## config.mk

```make
export PLATFORM = sky130hd
export DESIGN_NAME = dle_stuffing_framer
export DESIGN_NICKNAME = d
export VERILOG_FILES = /design/src/rtl/core/dsf_pkg.sv /design/src/rtl/core/dsf_encoder.sv /design/src/rtl/core/dsf_burst_buf.sv /design/src/rtl/core/dle_stuffing_framer.sv
export SDC_FILE = /design/constraint.sdc
export NUM_CORES = 1
export LEC_CHECK = 0
export CAP_MARGIN = 20
export CORE_UTILIZATION = 40
export DETAILED_ROUTE_END_ITERATION = 12
export DONT_BUFFER_PORTS = 1
export PLACE_DENSITY = 0.61
export SLEW_MARGIN = 5
export SYNTH_ARGS = -nofsm -noshare
export SYNTH_HDL_FRONTEND = slang
export SYNTH_SLANG_ARGS = --single-unit
```

## constraint.sdc

```tcl
create_clock -name aclk -period 5.3 [get_ports aclk]
set_clock_uncertainty 0.1 [all_clocks]
set_input_delay 0.53 -clock aclk [delete_from_list [all_inputs] [get_ports aclk]]
set_output_delay 0.53 -clock aclk [all_outputs]
set_load 0.02 [all_outputs]
```

## src/rtl/core/dsf_pkg.sv

```systemverilog
// Shared types and constants for the DLE byte-stuffing framer.
// No dependencies; imported by every module in rtl/core.
package dsf_pkg;

    localparam int MAX_PACKET_BYTES = 256;
    localparam int LEN_FULL         = 2 * MAX_PACKET_BYTES + 3;
    localparam int LEN_CAP          = (LEN_FULL < 1023) ? LEN_FULL : 1023;

    localparam int BYTE_W = 8;
    localparam int LEN_W  = 10;
    localparam int ADDR_W = 2;

    localparam logic [BYTE_W-1:0] START_RESET  = 8'h02;
    localparam logic [BYTE_W-1:0] END_RESET    = 8'h03;
    localparam logic [BYTE_W-1:0] ESCAPE_RESET = 8'h10;

    // register indexes on the configuration port
    localparam logic [ADDR_W-1:0] REG_START  = 2'd0;
    localparam logic [ADDR_W-1:0] REG_END    = 2'd1;
    localparam logic [ADDR_W-1:0] REG_ESCAPE = 2'd2;

    // command codes
    localparam logic CMD_DATA  = 1'b0;
    localparam logic CMD_CLOSE = 1'b1;

    typedef struct packed {
        logic [BYTE_W-1:0] start_code;
        logic [BYTE_W-1:0] end_code;
        logic [BYTE_W-1:0] escape_code;
    } cfg_t;

    // up to three frame bytes produced by one input transaction
    typedef struct packed {
        logic [2:0][BYTE_W-1:0] bytes;   // bytes[0] goes out first
        logic [1:0]             n;       // number of valid bytes, 1..3
        logic                   close;   // final byte is the end byte
        logic [LEN_W-1:0]       len;     // frame length for the end byte
    } burst_t;

endpackage

```

## src/rtl/core/dsf_encoder.sv

```systemverilog
// Frame encoder: holds frame state and builds the byte burst for one input.
// Depends on dsf_pkg.
module dsf_encoder
    import dsf_pkg::*;
(
    input  logic              aclk,
    input  logic              aresetn,
    input  cfg_t              cfg,
    input  logic              in_fire,
    input  logic              cmd,
    input  logic [BYTE_W-1:0] data,
    output burst_t            burst
);

    logic              in_frame_reg, in_frame_next;
    logic [BYTE_W-1:0] sum_reg, sum_next;
    logic [LEN_W-1:0]  count_reg, count_next;

    logic              special;
    logic [BYTE_W-1:0] sum_base;
    logic [LEN_W-1:0]  count_base;
    logic [LEN_W:0]    count_sum;
    logic [LEN_W-1:0]  count_sat;

    assign special = (data == cfg.start_code) || (data == cfg.escape_code)
                  || (data == cfg.end_code);
    assign sum_base   = in_frame_reg ? sum_reg : '0;
    assign count_base = in_frame_reg ? count_reg : '0;

    always_comb begin
        burst       = '0;
        burst.close = (cmd == CMD_CLOSE);
        if (cmd == CMD_DATA) begin
            if (!in_frame_reg) begin
                if (special) begin
                    burst.bytes = {data, cfg.escape_code, cfg.start_code};
                    burst.n     = 2'd3;
                end else begin
                    burst.bytes = {8'h00, data, cfg.start_code};
                    burst.n     = 2'd2;
                end
            end else begin
                if (special) begin
                    burst.bytes = {8'h00, data, cfg.escape_code};
                    burst.n     = 2'd2;
                end else begin
                    burst.bytes = {8'h00, 8'h00, data};
                    burst.n     = 2'd1;
                end
            end
        end else begin
            if (!in_frame_reg) begin
                burst.bytes = {cfg.end_code, ~sum_base, cfg.start_code};
                burst.n     = 2'd3;
            end else begin
                burst.bytes = {8'h00, cfg.end_code, ~sum_base};
                burst.n     = 2'd2;
            end
        end
        burst.len = count_sat;
    end

    // frame length counts every emitted byte, the end byte included,
    // so one formula serves data and close
    assign count_sum = {1'b0, count_base} + {{(LEN_W-1){1'b0}}, burst.n};
    assign count_sat = (count_sum > LEN_CAP[LEN_W:0]) ? LEN_CAP[LEN_W-1:0]
                                                      : count_sum[LEN_W-1:0];

    always_comb begin
        if (cmd == CMD_DATA) begin
            in_frame_next = 1'b1;
            sum_next      = sum_base + data;
            count_next    = count_sat;
        end else begin
            in_frame_next = 1'b0;
            sum_next      = '0;
            count_next    = '0;
        end
    end

    always_ff @(posedge aclk) begin
        if (!aresetn) begin
            in_frame_reg <= 1'b0;
            sum_reg      <= '0;
            count_reg    <= '0;
        end else if (in_fire) begin
            in_frame_reg <= in_frame_next;
            sum_reg      <= sum_next;
            count_reg    <= count_next;
        end
    end

endmodule

```

## src/rtl/core/dsf_burst_buf.sv

```systemverilog
// Burst register and serializer: sends a stored burst one byte per cycle while out_ready is high.
// Depends on dsf_pkg.
module dsf_burst_buf
    import dsf_pkg::*;
(
    input  logic              aclk,
    input  logic              aresetn,
    input  burst_t            burst,
    input  logic              load,
    output logic              can_load,
    output logic              out_valid,
    input  logic              out_ready,
    output logic [BYTE_W-1:0] out_byte,
    output logic              out_last,
    output logic [LEN_W-1:0]  out_len
);

    logic [2:0][BYTE_W-1:0] bytes_reg;
    logic                   close_reg;
    logic [LEN_W-1:0]       len_reg;
    logic [1:0]             rem_reg;
    logic [1:0]             idx_reg;
    logic                   out_fire;

    assign out_valid = (rem_reg != 2'd0);
    assign out_fire  = out_valid && out_ready;
    assign out_byte  = bytes_reg[idx_reg];
    assign out_last  = close_reg && (rem_reg == 2'd1);
    assign out_len   = out_last ? len_reg : '0;
    // free now, or the last byte leaves this cycle
    assign can_load  = (rem_reg == 2'd0) || ((rem_reg == 2'd1) && out_ready);

    always_ff @(posedge aclk) begin
        if (!aresetn) begin
            rem_reg <= '0;
            idx_reg <= '0;
        end else if (load) begin
            rem_reg <= burst.n;
            idx_reg <= '0;
        end else if (out_fire) begin
            rem_reg <= rem_reg - 2'd1;
            idx_reg <= idx_reg + 2'd1;
        end
    end

    always_ff @(posedge aclk) begin
        if (load) begin
            bytes_reg <= burst.bytes;
            close_reg <= burst.close;
            len_reg   <= burst.len;
        end
    end

endmodule

```

## src/rtl/core/dle_stuffing_framer.sv

```systemverilog
// Top level of the DLE byte-stuffing framer: config registers, encoder, burst buffer.
// Depends on dsf_pkg, dsf_encoder and dsf_burst_buf.
//
//  channel  | dir | handshake         | payload
//  ---------+-----+-------------------+-------------------------------------------
//  s_ (in)  | in  | s_tvalid/s_tready | s_tdata = data_byte, s_tuser = command
//  m_ (out) | out | m_tvalid/m_tready | m_tdata = frame_byte, frame_length; m_tlast
//  cfg_     | in  | cfg_we            | cfg_addr = register index, cfg_wdata
//
// An input transaction yields one to three frame bytes; the output port moves
// one byte per cycle while m_tready is high. The burst register takes a new
// item in the same cycle its last byte is taken, so a run of plain data bytes
// inside an open frame flows at one per cycle while m_tready stays high. Reset
// (aresetn low, synchronous) closes any open frame, empties the burst register
// and restores the default codes. A stall on m_tready holds the current byte
// and backs up into s_tready.
module dle_stuffing_framer
    import dsf_pkg::*;
(
    input  logic              aclk,
    input  logic              aresetn,
    // input stream
    input  logic              s_tvalid,
    output logic              s_tready,
    input  logic [7:0]        s_tdata,   // [7:0] data_byte
    input  logic              s_tuser,   // [0] command: 0 data, 1 close
    // frame stream
    output logic              m_tvalid,
    input  logic              m_tready,
    output logic [23:0]       m_tdata,   // [7:0] frame_byte, [17:8] frame_length, [23:18] zero
    output logic              m_tlast,
    // configuration writes
    input  logic              cfg_we,
    input  logic [ADDR_W-1:0] cfg_addr,
    input  logic [BYTE_W-1:0] cfg_wdata
);

    cfg_t              cfg_reg;
    burst_t            burst;
    logic              s_fire;
    logic              can_load;
    logic [BYTE_W-1:0] frame_byte;
    logic [LEN_W-1:0]  frame_len;

    // code registers; writes to an unused index are dropped
    always_ff @(posedge aclk) begin
        if (!aresetn) begin
            cfg_reg.start_code  <= START_RESET;
            cfg_reg.end_code    <= END_RESET;
            cfg_reg.escape_code <= ESCAPE_RESET;
        end else if (cfg_we) begin
            case (cfg_addr)
                REG_START:  cfg_reg.start_code  <= cfg_wdata;
                REG_END:    cfg_reg.end_code    <= cfg_wdata;
                REG_ESCAPE: cfg_reg.escape_code <= cfg_wdata;
                default: ;
            endcase
        end
    end

    assign s_tready = can_load;
    assign s_fire   = s_tvalid && s_tready;

    dsf_encoder u_encoder (
        .aclk    (aclk),
        .aresetn (aresetn),
        .cfg     (cfg_reg),
        .in_fire (s_fire),
        .cmd     (s_tuser),
        .data    (s_tdata),
        .burst   (burst)
    );

    dsf_burst_buf u_burst_buf (
        .aclk      (aclk),
        .aresetn   (aresetn),
        .burst     (burst),
        .load      (s_fire),
        .can_load  (can_load),
        .out_valid (m_tvalid),
        .out_ready (m_tready),
        .out_byte  (frame_byte),
        .out_last  (m_tlast),
        .out_len   (frame_len)
    );

    assign m_tdata = {6'b0, frame_len, frame_byte};

    // every accepted item produces at least one byte in the next cycle
    a_fire_gives_output: assert property (@(posedge aclk) disable iff (!aresetn)
        s_fire |=> m_tvalid)
        else $error("accepted item produced no output byte");

    // a new item is taken only when the pending byte is the final one and leaves
    a_ready_drains: assert property (@(posedge aclk) disable iff (!aresetn)
        (s_tready && m_tvalid) |-> m_tready)
        else $error("input accepted while burst still pending");

    // the end byte always reports at least sum and end byte
    a_last_len: assert property (@(posedge aclk) disable iff (!aresetn)
        (m_tvalid && m_tlast) |-> (m_tdata[17:8] >= 10'd2))
        else $error("end byte with impossible frame length");

    // non-final bytes carry no length
    a_len_zero: assert property (@(posedge aclk) disable iff (!aresetn)
        (m_tvalid && !m_tlast) |-> (m_tdata[17:8] == 10'd0))
        else $error("length on a byte that is not the end byte");

endmodule

```

# Yosys cells after proc, flatten, opt, wreduce, memory -nomap -nowiden
# Index checks and enable logic that the tools add are counted.
[word_totals]
reg_bits = 82
in_bits = 24
out_inout_bits = 27
word_cells = 58
[classes]
add_sub_neg = 4
order_cmp = 2
n_eq_ne = 6
n_mux = 16
n_bitwise = 2
reduce_logical = 15
[op_table]
columns = ["cell", "count"]
rows = [
  ["26-bit two-way mux", 4],
  ["10-bit two-way mux", 4],
  ["8-bit equality test", 3],
  ["8-bit two-way mux", 3],
  ["18-bit two-way mux", 1],
  ["8-bit binary-select mux with 2-bit select", 1],
  ["10-bit by 2-bit adder with 11-bit output", 1],
  ["11-bit by 10-bit greater-than comparator with 1-bit output (second input constant)", 1],
  ["8-bit adder", 1],
  ["8-bit NOT", 1],
  ["2-bit AND reduction", 3],
  ["2-bit by 1-bit equality test with 1-bit output (second input constant)", 2],
  ["1-bit logical AND", 4],
  ["2-bit zero test", 2],
  ["2-bit two-way mux", 2],
  ["2-bit nonzero test", 2],
  ["1-bit logical OR", 3],
  ["2-bit by 3-bit < comparator with 1-bit output (second input constant)", 1],
  ["2-bit by 1-bit adder with 2-bit output (second input constant)", 1],
  ["2-bit equality test (second input constant)", 1],
  ["2-bit OR reduction", 1],
  ["2-bit by 1-bit subtractor with 2-bit output (second input constant)", 1],
  ["1-bit two-way mux", 1],
  ["1-bit NOT", 1],
]

# Longest topological paths before layout
[depth]
ltp_word = 10
depth_mapped = 18
ltp_nobuf = 15

# Modules after synthesis
# A second synthesis with hierarchy kept.
[hier_totals]
hier_cells = 538
hier_area_um2 = 5044.8
[modules_own_cells]
columns = ["mod", "n_inst", "cells_each", "area_each_um2"]
rows = [
  ["dsf_encoder", 1, 336, 2531.2],
  ["dsf_burst_buf", 1, 102, 1532.7],
  ["dle_stuffing_framer", 1, 100, 980.9],
]

# Least setup slack after synthesis
# Ideal clock, no wire load.
[synth_timing]
kind = "input -> register"
startpoint = "in s_tdata[7]"
endpoint = "reg u_burst_buf.len_reg[5], data pin"
setup_time_ps = 256
arrival_ps = 3798
t_required_ps = 4944
slack_ps = 1146
cell_stages = 18
n_path_buf = 3
cell_sequence = "buf_2 xor2_1 nor4_1 nand2_1 nand3_2 inv_1 ha_1 mux2i_1 ha_1 fa_1 buf_2 and4_1 a21o_1 a311oi_2 o211a_1 buf_6 nor2_1 o211a_1"
[synth_lines]
columns = ["item", "line_no", "source"]
rows = [
  ["from (decl)", "dle_stuffing_framer.sv:25", "input logic [7:0] s_tdata,"],
  ["to (signal assigned)", "dsf_burst_buf.sv:50", "len_reg <= burst.len;"],
  ["to (decl)", "dsf_burst_buf.sv:20", "logic [LEN_W-1:0] len_reg;"],
]

==> metrics.cfg <==
[clocking]
path_clk_slew_ps=60
cts_tree=done
clock_sinks=82
cts_root_buf=clkbuf_16
cts_max_level=3
cts_resized=0
cts_buffers=9
ctsHoldBuffers=0
clock_latency_ps=340
post_cts_buffers=0
cts_buffer_depth=2

[floorplanning]
die_w_um=112
die_h_um=112
core_area_um2=11600
die_area_um2=12600
io_pins=51
start_util_pct=41.8
rows=39

[yosys]
synth_flop_cell=dfxtp_1
syn_area_per_cell_um2=9.61
ys_types=62
synth-edff-count=35
synth_top_area_share_pct=21.7
synth_area_leaders=edfxtp_1, dfxtp_1, mux2i_1, xor2_1, nand2_1
ys_seq_area_share_pct=41.1
synth_seq_cells=82
syn_area_um2=4850
netlist_instances=505
synth_area_leader_cell=edfxtp_1
yosys_warnings=0
async_flop_share_pct=0

[grt]
antenna_found_initial=0
grt_max_degree=39
grt_pass1_vias=3430
grt_pass1_wl_um=18900
gr-total-overflow=0
grtUsageTotal_pct=19.8

[sta]
hold_violations=0
fmax_mhz=228
period_needed_ps=4390
tns_ps=0
tightestPinTransition_ps=755
setup-violations-final=0
grt_setup_unrepaired=no
slew_headroom_pct=49.1
fin_ws_ps=912
drv_slew=0
fin_hold_ws_ps=167
fin_crit_sh_pct=82.8

[pwr]
power_density_nw_per_um2=334
internal_power_uw=1230
p_sw_uw=502
pwr-share-clk_pct=36.9
p_leak_uw=0.00210
swShare_pct=29.0
peakVddDrop_mv=0.172
comb_power_share_pct=18.0
sequentialPowerShare_pct=45.1

[finish]
areaGrowthSynthToFinish_pct=6.86
nFillCells=1140
final_cells=633
num_antenna_cells=0
post-route-util_pct=44.6
fin_nets=523
drive_above_1_share_pct=6.94

[placement]
placed_cells=617
pre_cts_ws_ps=857
place.port_buffers=0
place_hpwl_um=8480
globalplace.congestion=0.933

[worst_setup_path]
worstPathRequired_ps=5290
crit_arrival_ps=4380
setup.worst_path.class=flip-flop to flip-flop
crit_fanout=13
endpoint_kind=flip-flop
start_kind=flip-flop

[route]
vias=3665
drtPass1Iterations=10
viasPerCell=5.79
route.detailed.drc=4
wl_um=11800
wire_per_inst_um=18.7
drt_iter0_drc=348
ant_nets=0

[status]
status=finished with violations
violations=DRC

[hold_path]
hold_class=input port to flip-flop

[run]
maxCapViolCount=0

[Yosys cell counts (all sizes together), types with 2 or more instances]
cell and instances:
o41ai 2, a31oi 3, nor3b 2, nor4 16, mux2i 34, nor3 5
and2 15, nand2b 2, a21o 8, o311ai 2, o211ai 2, xor2 30
fa 2, a2111oi 4, clkbuf 26, o211a 3, nand3b 3, o21ai 19
o221ai 7, inv 20, edfxtp 35, buf 16, nand3 5, a211o 8
ha 12, nand4 3, nor2b 24, and4 2, and3 13, a21oi 29
or3 4, a22o 17, nor2 12, a311oi 3, nand2 53, dfxtp 47
xnor2 6
[final timing paths]
kind | from | endpoint | slack (ps) | cells after the start
worst max register to register | cfg_reg[1] | u_burst_buf.len_reg[5] | 910 | 15
worst min register to register | u_encoder.count_reg[0] | u_encoder.count_reg[0] | 380 | 1
worst min-delay path | aresetn | cfg_reg[9] | 170 | 1
worst max-delay path | cfg_reg[1] | u_burst_buf.len_reg[5] | 910 | 15
[cell families (layout without fill, tap and decap cells)]
logic type | Yosys count | after routing | synth area share (%)
multiplexers | 34 | 34 | 7.09
buffers and inverters | 62 | 42 | 6.09
XOR/XNOR | 36 | 36 | 6.50
other | 1 | 6 | 0.0773
adder cells (fa/ha/maj) | 14 | 14 | 3.92
AO/OA/AOI/OAI | 116 | 116 | 17.5
AND/OR/NAND/NOR | 160 | 160 | 17.8
flip-flops | 82 | 82 | 41.1
[cell type report]
type | count | area [µm²] | share of cell area (%)
Sequential cell | 82 | 1990 | 38.4
Clock buffer | 14 | 295 | 5.69
Tap cell | 143 | 179 | 3.45
Timing Repair Buffer | 6 | 45.0 | 0.869
Clock inverter | 2 | 15.0 | 0.290
Inverter | 20 | 75.1 | 1.45
Multi-Input combinational cell | 366 | 2580 | 49.8
[through the flow]
stage	total power [µW]	area [µm²]
after floorplan	1040	4870
after global placement	1100	4870
after detailed placement	1100	4870
after CTS	1740	5180
after global routing	1800	5180
final	1730	5180
[critical path, stage by stage (launching register included)]
cell	delay, ps
dfxtp_1	370
xor2_1	180
nor4_1	350
nand2_1	180
nand3_2	120
inv_1	70
ha_1	280
mux2i_1	100
ha_1	280
fa_1	530
and4_1	310
a21o_1	200
a311oi_2	320
o211a_1	480
nor2_1	130
o211a_1	140
[power by group through the flow]
stage | logic, µW | clock network [µW] | registers (µW)
after CTS | 312 | 651 | 781
final | 311 | 639 | 781
after detailed placement | 311 | 0 | 794
after global placement | 308 | 0 | 791
after floorplan | 267 | 0 | 775
after global routing | 339 | 675 | 789
[metal layers]
layer  vias up  part of all wire [%]  GRT usage, %
met2       125                    43          27.9
met3        11                   6.9          4.70
met1      1748                    49          29.0
li1       1781                     -             -
met5         -                     0             0
met4         0                   1.6          7.82
[cell usage in the layout, fill, tap and decap left out, types with 16 or more instances in the layout]
cell type and count:
a21oi_1 29, o21ai_0 19, a22o_1 17, edfxtp_1 35
dfxtp_1 47, mux2i_1 33, nor4_1 16, nand2_1 53
nor2b_1 23, xor2_1 30, inv_1 20
(Power assumes the default switching activity.)
